**src/rtl/core/cfrt_pkg.sv**
```systemverilog
package cfrt_pkg;

    localparam int SLOTS      = 64;
    localparam int COUNT_BITS = 16;
    localparam int FRAME_BITS = 48;
    localparam int SLOT_W     = (SLOTS > 1) ? $clog2(SLOTS) : 1;
    localparam int ENTRY_BITS = FRAME_BITS + COUNT_BITS;

    localparam logic [SLOT_W-1:0]     SLOT_LAST  = SLOT_W'(SLOTS - 1);
    localparam logic [COUNT_BITS-1:0] COUNT_MAX  = '1;
    localparam logic [COUNT_BITS-1:0] COUNT_ONE  = COUNT_BITS'(1);
    localparam logic [COUNT_BITS-1:0] COUNT_INIT = COUNT_BITS'(2);

    typedef enum logic [1:0] {
        REQ_TRACK   = 2'd0,
        REQ_QUERY   = 2'd1,
        REQ_RELEASE = 2'd2
    } req_code_t;

    typedef enum logic [2:0] {
        ST_IDLE,
        ST_SCAN,
        ST_LAST,
        ST_UPDATE,
        ST_DONE
    } state_t;

    typedef struct packed {
        logic [FRAME_BITS-1:0] frame;
        logic [COUNT_BITS-1:0] count;
    } entry_t;

endpackage

```
**src/rtl/core/cfrt_if.sv**
```systemverilog
interface cfrt_req_if;
    import cfrt_pkg::*;

    logic                  valid;
    logic                  ready;
    logic [1:0]            req_type;
    logic [FRAME_BITS-1:0] frame_addr;

    modport source (output valid, output req_type, output frame_addr, input ready);
    modport sink (input valid, input req_type, input frame_addr, output ready);
endinterface

interface cfrt_rsp_if;
    logic valid;
    logic ready;
    logic answer;

    modport source (output valid, output answer, input ready);
    modport sink (input valid, input answer, output ready);
endinterface

```
**src/rtl/core/cow_frame_refcount_table_top.sv**
```systemverilog
// sequence: after a request is accepted the scan reads each slot in turn, followed by the
//   last compare, the write-back and the load of the output register
// one request at a time: the next request is taken only back in the idle state, once the
//   response is loaded; the scan is serial over the single read port of the slot memory
// a finished response may wait in the output register while the next request is taken
// reset: rst_n asynchronous, active low; clears all valid marks, the fsm and the output
//   register; frame and count memory contents are left undefined
module cow_frame_refcount_table_top
    import cfrt_pkg::*;
(
    input  logic        clk,
    input  logic        rst_n,
    cfrt_req_if.sink    req,
    cfrt_rsp_if.source  rsp
);

    // frame address and count of each slot share one memory word
    entry_t mem [SLOTS];

    // valid marks live in flops so reset clears them at once
    logic [SLOTS-1:0] valid_reg;

    state_t state_reg, state_next;

    // captured request
    logic [1:0]            req_type_reg;
    logic [FRAME_BITS-1:0] frame_reg;

    // scan pointer issues one read per cycle; compare runs in the cycle after the read
    logic [SLOT_W-1:0] idx_reg;
    logic [SLOT_W-1:0] cmp_idx_reg;
    logic              rd_pend_reg;
    entry_t            rd_data_reg;

    // scan results
    logic                  hit_reg;
    logic [SLOT_W-1:0]     hit_idx_reg;
    logic [COUNT_BITS-1:0] hit_count_reg;
    logic                  free_reg;
    logic [SLOT_W-1:0]     free_idx_reg;

    logic answer_reg;
    logic out_valid_reg;
    logic out_answer_reg;

    // decoded control
    logic                  accept;
    logic                  issue_rd;
    logic                  cmp_valid;
    logic                  cmp_match;
    logic                  mem_we;
    logic [SLOT_W-1:0]     mem_waddr;
    entry_t                mem_wdata;
    logic                  valid_set;
    logic                  valid_clr;
    logic                  answer_next;
    logic                  out_load;

    assign accept     = req.valid && req.ready;
    assign cmp_valid  = valid_reg[cmp_idx_reg];
    assign cmp_match  = cmp_valid && (rd_data_reg.frame == frame_reg);

    // next state
    always_comb
    begin
        state_next = state_reg;
        case (state_reg)
            ST_IDLE:
            begin
                if (req.valid)
                begin
                    state_next = ST_SCAN;
                end
            end
            ST_SCAN:
            begin
                if (idx_reg == SLOT_LAST)
                begin
                    state_next = ST_LAST;
                end
            end
            ST_LAST:
            begin
                state_next = ST_UPDATE;
            end
            ST_UPDATE:
            begin
                state_next = ST_DONE;
            end
            ST_DONE:
            begin
                if (!out_valid_reg || rsp.ready)
                begin
                    state_next = ST_IDLE;
                end
            end
            default:
            begin
                state_next = ST_IDLE;
            end
        endcase
    end

    // outputs of the fsm and the write-back decision
    always_comb
    begin
        req.ready   = 1'b0;
        issue_rd    = 1'b0;
        mem_we      = 1'b0;
        mem_waddr   = hit_idx_reg;
        mem_wdata   = '{frame: frame_reg, count: hit_count_reg};
        valid_set   = 1'b0;
        valid_clr   = 1'b0;
        answer_next = 1'b0;
        out_load    = 1'b0;
        case (state_reg)
            ST_IDLE:
            begin
                req.ready = 1'b1;
            end
            ST_SCAN:
            begin
                issue_rd = 1'b1;
            end
            ST_UPDATE:
            begin
                case (req_type_reg)
                    REQ_TRACK:
                    begin
                        if (hit_reg)
                        begin
                            // saturating increment of a present frame
                            mem_we = 1'b1;
                            if (hit_count_reg != COUNT_MAX)
                            begin
                                mem_wdata.count = hit_count_reg + COUNT_ONE;
                            end
                            answer_next = 1'b1;
                        end
                        else if (free_reg)
                        begin
                            // lowest free slot takes the new shared frame
                            mem_we          = 1'b1;
                            mem_waddr       = free_idx_reg;
                            mem_wdata.count = COUNT_INIT;
                            valid_set       = 1'b1;
                            answer_next     = 1'b1;
                        end
                    end
                    REQ_QUERY:
                    begin
                        answer_next = hit_reg;
                    end
                    REQ_RELEASE:
                    begin
                        if (!hit_reg)
                        begin
                            answer_next = 1'b1;
                        end
                        else if (hit_count_reg <= COUNT_ONE)
                        begin
                            valid_clr   = 1'b1;
                            answer_next = 1'b1;
                        end
                        else
                        begin
                            mem_we          = 1'b1;
                            mem_wdata.count = hit_count_reg - COUNT_ONE;
                        end
                    end
                    default:
                    begin
                        answer_next = 1'b0;
                    end
                endcase
            end
            ST_DONE:
            begin
                out_load = !out_valid_reg || rsp.ready;
            end
            default:
            begin
                req.ready = 1'b0;
            end
        endcase
    end

    // slot memory: one read and one write port, read data registered
    always_ff @(posedge clk)
    begin
        if (issue_rd)
        begin
            rd_data_reg <= mem[idx_reg];
        end
        if (mem_we)
        begin
            mem[mem_waddr] <= mem_wdata;
        end
    end

    // control state
    always_ff @(posedge clk or negedge rst_n)
    begin
        if (!rst_n)
        begin
            state_reg     <= ST_IDLE;
            valid_reg     <= '0;
            idx_reg       <= '0;
            rd_pend_reg   <= 1'b0;
            hit_reg       <= 1'b0;
            free_reg      <= 1'b0;
            out_valid_reg <= 1'b0;
        end
        else
        begin
            state_reg   <= state_next;
            rd_pend_reg <= issue_rd;

            if (accept)
            begin
                idx_reg  <= '0;
                hit_reg  <= 1'b0;
                free_reg <= 1'b0;
            end
            else if (issue_rd && idx_reg != SLOT_LAST)
            begin
                idx_reg <= idx_reg + SLOT_W'(1);
            end

            // first matching valid slot and lowest free slot, found in one pass
            if (rd_pend_reg)
            begin
                if (cmp_match && !hit_reg)
                begin
                    hit_reg <= 1'b1;
                end
                if (!cmp_valid && !free_reg)
                begin
                    free_reg <= 1'b1;
                end
            end

            if (valid_set)
            begin
                valid_reg[free_idx_reg] <= 1'b1;
            end
            if (valid_clr)
            begin
                valid_reg[hit_idx_reg] <= 1'b0;
            end

            if (out_load)
            begin
                out_valid_reg <= 1'b1;
            end
            else if (rsp.ready)
            begin
                out_valid_reg <= 1'b0;
            end
        end
    end

    // payload registers
    always_ff @(posedge clk)
    begin
        if (accept)
        begin
            req_type_reg <= req.req_type;
            frame_reg    <= req.frame_addr;
        end
        if (issue_rd)
        begin
            cmp_idx_reg <= idx_reg;
        end
        if (rd_pend_reg && cmp_match && !hit_reg)
        begin
            hit_idx_reg   <= cmp_idx_reg;
            hit_count_reg <= rd_data_reg.count;
        end
        if (rd_pend_reg && !cmp_valid && !free_reg)
        begin
            free_idx_reg <= cmp_idx_reg;
        end
        if (state_reg == ST_UPDATE)
        begin
            answer_reg <= answer_next;
        end
        if (out_load)
        begin
            out_answer_reg <= answer_reg;
        end
    end

    assign rsp.valid  = out_valid_reg;
    assign rsp.answer = out_answer_reg;

endmodule

```
**src/flat_wrapper.sv**
```systemverilog
// flat-port wrapper written by rule: the top's interface ports become plain ports
module cow_frame_refcount_table_top_flat import cfrt_pkg::*;
  (clk, rst_n, req_valid, req_req_type, req_frame_addr, req_ready, rsp_valid, rsp_answer, rsp_ready);
  cfrt_req_if req_i ();
  cfrt_rsp_if rsp_i ();
  input  logic clk;
  input  logic rst_n;
  input wire logic [$bits(req_i.valid)-1:0] req_valid;
  input wire logic [$bits(req_i.req_type)-1:0] req_req_type;
  input wire logic [$bits(req_i.frame_addr)-1:0] req_frame_addr;
  output wire logic [$bits(req_i.ready)-1:0] req_ready;
  output wire logic [$bits(rsp_i.valid)-1:0] rsp_valid;
  output wire logic [$bits(rsp_i.answer)-1:0] rsp_answer;
  input wire logic [$bits(rsp_i.ready)-1:0] rsp_ready;
  assign req_i.valid = req_valid;
  assign req_i.req_type = req_req_type;
  assign req_i.frame_addr = req_frame_addr;
  assign req_ready = req_i.ready;
  assign rsp_valid = rsp_i.valid;
  assign rsp_answer = rsp_i.answer;
  assign rsp_i.ready = rsp_ready;
  cow_frame_refcount_table_top u_core (.clk(clk), .rst_n(rst_n), .req(req_i), .rsp(rsp_i));
endmodule
```
**config.mk**
```make
export PLATFORM = sky130hd
export DESIGN_NAME = cow_frame_refcount_table_top_flat
export DESIGN_NICKNAME = d
export VERILOG_FILES = /design/src/rtl/core/cfrt_pkg.sv /design/src/rtl/core/cfrt_if.sv /design/src/rtl/core/cow_frame_refcount_table_top.sv /design/src/flat_wrapper.sv
export SDC_FILE = /design/constraint.sdc
export NUM_CORES = 2
export LEC_CHECK = 0
export BUFFER_PORTS_ARGS = -buffer_cell sky130_fd_sc_hd__buf_2
export CAP_MARGIN = 20
export CORE_MARGIN = 2
export CORE_UTILIZATION = 38
export CTS_CLUSTER_SIZE = 16
export DETAILED_ROUTE_END_ITERATION = 7
export GPL_TIMING_DRIVEN = 0
export PLACE_DENSITY = 0.48
export RECOVER_POWER = 50
export SYNTH_ARGS = -nofsm -noshare
export SYNTH_HDL_FRONTEND = slang
export SYNTH_SLANG_ARGS = --single-unit
```
**constraint.sdc**
```tcl
create_clock -name clk -period 14.6 [get_ports clk]
set_input_delay 0.73 -clock clk [delete_from_list [all_inputs] [get_ports clk]]
set_output_delay 0.73 -clock clk [all_outputs]
set_load 0.05 [all_outputs]
```
==> results.json <==
{
  "status": "complete, but fails checks",
  "violations": "capacitance limit, slew limit",
  "highest_layer": "met5",
  "core-area_um2": 434000,
  "synth_edf_count": 4246,
  "cts_root_buffer": "clkbuf_16",
  "rsz0062_at_grt": "false",
  "power.switching_mw": 9.90,
  "fmax_ghz": 0.141,
  "finalClockSkew_ns": 0.0533,
  "drt_iter0_markers": 10600,
  "synthesis.nets": 6780,
  "clk_pin_slew_ns": 0.06,
  "grt_overflow_total": 0,
  "min_from": "rsp_ready",
  "p_int_mw": 24.3,
  "grt_max_degree": 60,
  "die_x_um": 663,
  "most-common-layout-cells": "edfxtp_1 (4246), mux4_2 (1330), clkbuf_16 (462), clkbuf_1 (383), buf_12 (206)",
  "synth_warnings": 0,
  "maxCapViolations": 42,
  "rows": 242,
  "p_comb_frac": 0.240,
  "post-route-util": 0.449,
  "cp-start-kind": "register",
  "r2r_start": "u_core.state_reg[2]$_DFFE_PN0P_",
  "wl_per_cell_um": 35.6,
  "drt_wl_total_um": 494000,
  "cts_resized": 0,
  "end_kind": "register",
  "dieHeight_um": 663,
  "r2r_end": "u_core.mem[56][10]$_DFFE_PP_",
  "synth_area_per_cell_um2": 24.6,
  "wl_met2_um": 237000,
  "r2r.worst_path.cells": 6,
  "nNetsFinal": 7770,
  "ys_async_sr_fraction": 0.0178,
  "hp-class": "input port to register",
  "place_inst": 12900,
  "critical_path_required_ns": 15.13,
  "viasPerCell": 5.75,
  "final_antenna_net_count": 0,
  "reg2reg_slack_ns": 7.49,
  "cts.sinks": 4323,
  "fin_crit_ns": 7.11,
  "cp_cell_sequence": "nand3b_1, nor2_1, clkbuf_1, o21ai_0, o21ai_0, clkbuf_1",
  "path_buf_inv": 2,
  "whs_ns": 0.0678,
  "antenna_found_initial": 30,
  "place_hpwl_um": 344000,
  "slowest_stage": "o21ai_0",
  "netlist_instances": 6722,
  "synth-main-ff-cell": "edfxtp_1",
  "drt-met1-wl_um": 209000,
  "cts_max_level": 5,
  "hold_path_end": "u_core.rsp.valid$_DFFE_PN0P_",
  "synth_top_area_frac": 0.773,
  "io-pin-count": 57,
  "cp_max_fo": 39,
  "p_leak_nw": 59.3,
  "largest_register_ffs": 4096,
  "post-route-period-util": 0.487,
  "max-clock-path-buffers": 4,
  "power_mw": 34.2,
  "fin_setup_tns_ns": 0,
  "power_density_nw_per_um2": 176,
  "setup_viol": 0,
  "synthTopCellsByArea": "edfxtp_1 (77%), mux4_2 (18%), dfrtp_1 (1.2%)",
  "grt_pass1_wl_um": 673000,
  "syn2layout_area_growth_pct": 17.9,
  "switching_share": 0.290,
  "clk-insertion-delay-late_ns": 1.02,
  "slew-limit-headroom": -1.73,
  "grtUsageTotal": 0.221,
  "initial_core_util": 0.381,
  "yosysTopAreaCell": "edfxtp_1",
  "dr.pass1.iters": 6,
  "drc_errors": 0,
  "path_class": "register to register",
  "ys_types": 65,
  "crit_arrival_ns": 7.64,
  "fill_cells": 36400,
  "io_buffer_count": 56,
  "instances_no_fill": 13900,
  "globalplace.congestion": 0.845,
  "p_clk_frac": 0.334,
  "ys_seq_elements": 4323,
  "p_seq_frac": 0.426,
  "drive_gt1_frac": 0.316,
  "critPathTopFamily": "compound AO/OA/AOI/OAI gates",
  "dr_wl_met3_um": 36700,
  "ys_seq_area_frac": 0.784,
  "hold_depth": 3,
  "syn_area_um2": 165000,
  "max_stage_delay_ns": 2.98,
  "grt_pass1_vias": 81000,
  "dr_total_vias": 79700,
  "cts_buffers": 458,
  "slew_violations": 1330,
  "cts_tree": "built",
  "hold_viol_final": 0,
  "dieArea_um2": 440000,
  "ir_worst_vdd_mv": 0.101,
  "mostFrequentLayoutCell": "edfxtp_1",
  "tightest_slew_ns": 4.05
}
[final cells by class]
class,count,area (um2),area share
sequential,4323,129000,0.665
timing repair buffer,530,7060,0.0363
antenna,15,37.5,0.000193
tap,5734,7170,0.0369
multi-input combinational,2049,34600,0.178
clock buffer,549,11900,0.0612
inverter,15,56.3,0.000289
buffer,335,1480,0.00760
clock inverter,312,2750,0.0141
[power by group through the flow]
stage / logic, mW / clock network, mW / registers (mW)
after floorplan: 4.75 / 0 / 14.9
after global placement: 7.69 / 0 / 15.2
after detailed placement: 8.54 / 0 / 14.8
after CTS: 8.57 / 11.6 / 14.6
after global routing: 8.60 / 12.1 / 14.6
final: 8.21 / 11.4 / 14.6
[worst register-to-register path, delay by kind of cell (launching register included)]
kind / cells / cell delay (ns)
flip-flops: 1 / 0.44
AND/OR/NAND/NOR: 2 / 1.04
buffers and inverters: 2 / 1.99
AO/OA/AOI/OAI: 2 / 3.14
[Yosys cell counts, types with 4 or more instances]
cell type	count
o21ai_0	27
xor2_1	14
mux2i_1	20
a21oi_1	139
dfrtp_1	77
nand3_1	17
buf_6	4
a31oi_1	22
nand2b_1	11
nor4_1	14
nor3_1	20
nand4_1	21
edfxtp_1	4246
mux2_2	6
clkbuf_1	177
nand2_1	105
o31ai_1	6
o2111ai_1	6
buf_1	23
nor2b_1	30
ha_1	4
a22o_1	5
nor2_1	113
a211oi_1	25
o211ai_1	7
and3_1	8
o22ai_1	8
xnor2_1	36
mux4_2	1330
buf_2	128
inv_1	13
and2_1	5
[worst max-delay path by stage]
stage	startpoint	end	slack (ns)	cells past startpoint
5_1_grt	u_core.state_reg[2]$_DFFE_PN0P_	u_core.mem[61][10]$_DFFE_PP_	7.15	6
2_1_floorplan	u_core.state_reg[2]$_DFFE_PN0P_	u_core.idx_reg[1]$_DFFE_PN0P_	7.33	4
6_report	u_core.state_reg[2]$_DFFE_PN0P_	u_core.mem[56][10]$_DFFE_PP_	7.49	6
3_3_place_gp	u_core.state_reg[2]$_DFFE_PN0P_	u_core.idx_reg[1]$_DFFE_PN0P_	-6.35	4
4_1_cts	u_core.idx_reg[3]$_DFFE_PN0P_	u_core.rd_data_reg[1]$_DFFE_PP_	9.20	7
3_5_place_dp	u_core.idx_reg[3]$_DFFE_PN0P_	u_core.rd_data_reg[1]$_DFFE_PP_	9.23	7
[cells by family after synthesis]
group,count (synthesis),synth area share
AND/OR/NAND/NOR,359,0.0102
flip-flops,4323,0.784
AO/OA/AOI/OAI,280,0.0103
buffers and inverters,350,0.00918
adder cells (fa/ha/maj),4,0.000303
multiplexers,1356,0.183
XOR/XNOR,50,0.00265
[routing by layer]
metal | track usage | up-vias
li1 | - | 31300
met5 | 0 | -
met1 | 0.315 | 44600
met3 | 0.0400 | 582
met2 | 0.358 | 3217
met4 | 0.0493 | 4
[stage by stage]
stage	area, um2	worst slack (ns)
global placement	172000	-6.35
global route	194000	7.15
CTS	197000	9.20
finish	195000	7.49
floorplan	165000	7.33
detailed placement	182000	9.23
[what timing repair did]
action / in CTS / in global routing
endpoints found under the hold margin: 82 / 0
setup buffers: 0 / 0
hold buffers: 51 / 0
Note: power is estimated with default switching activity, not from simulation.
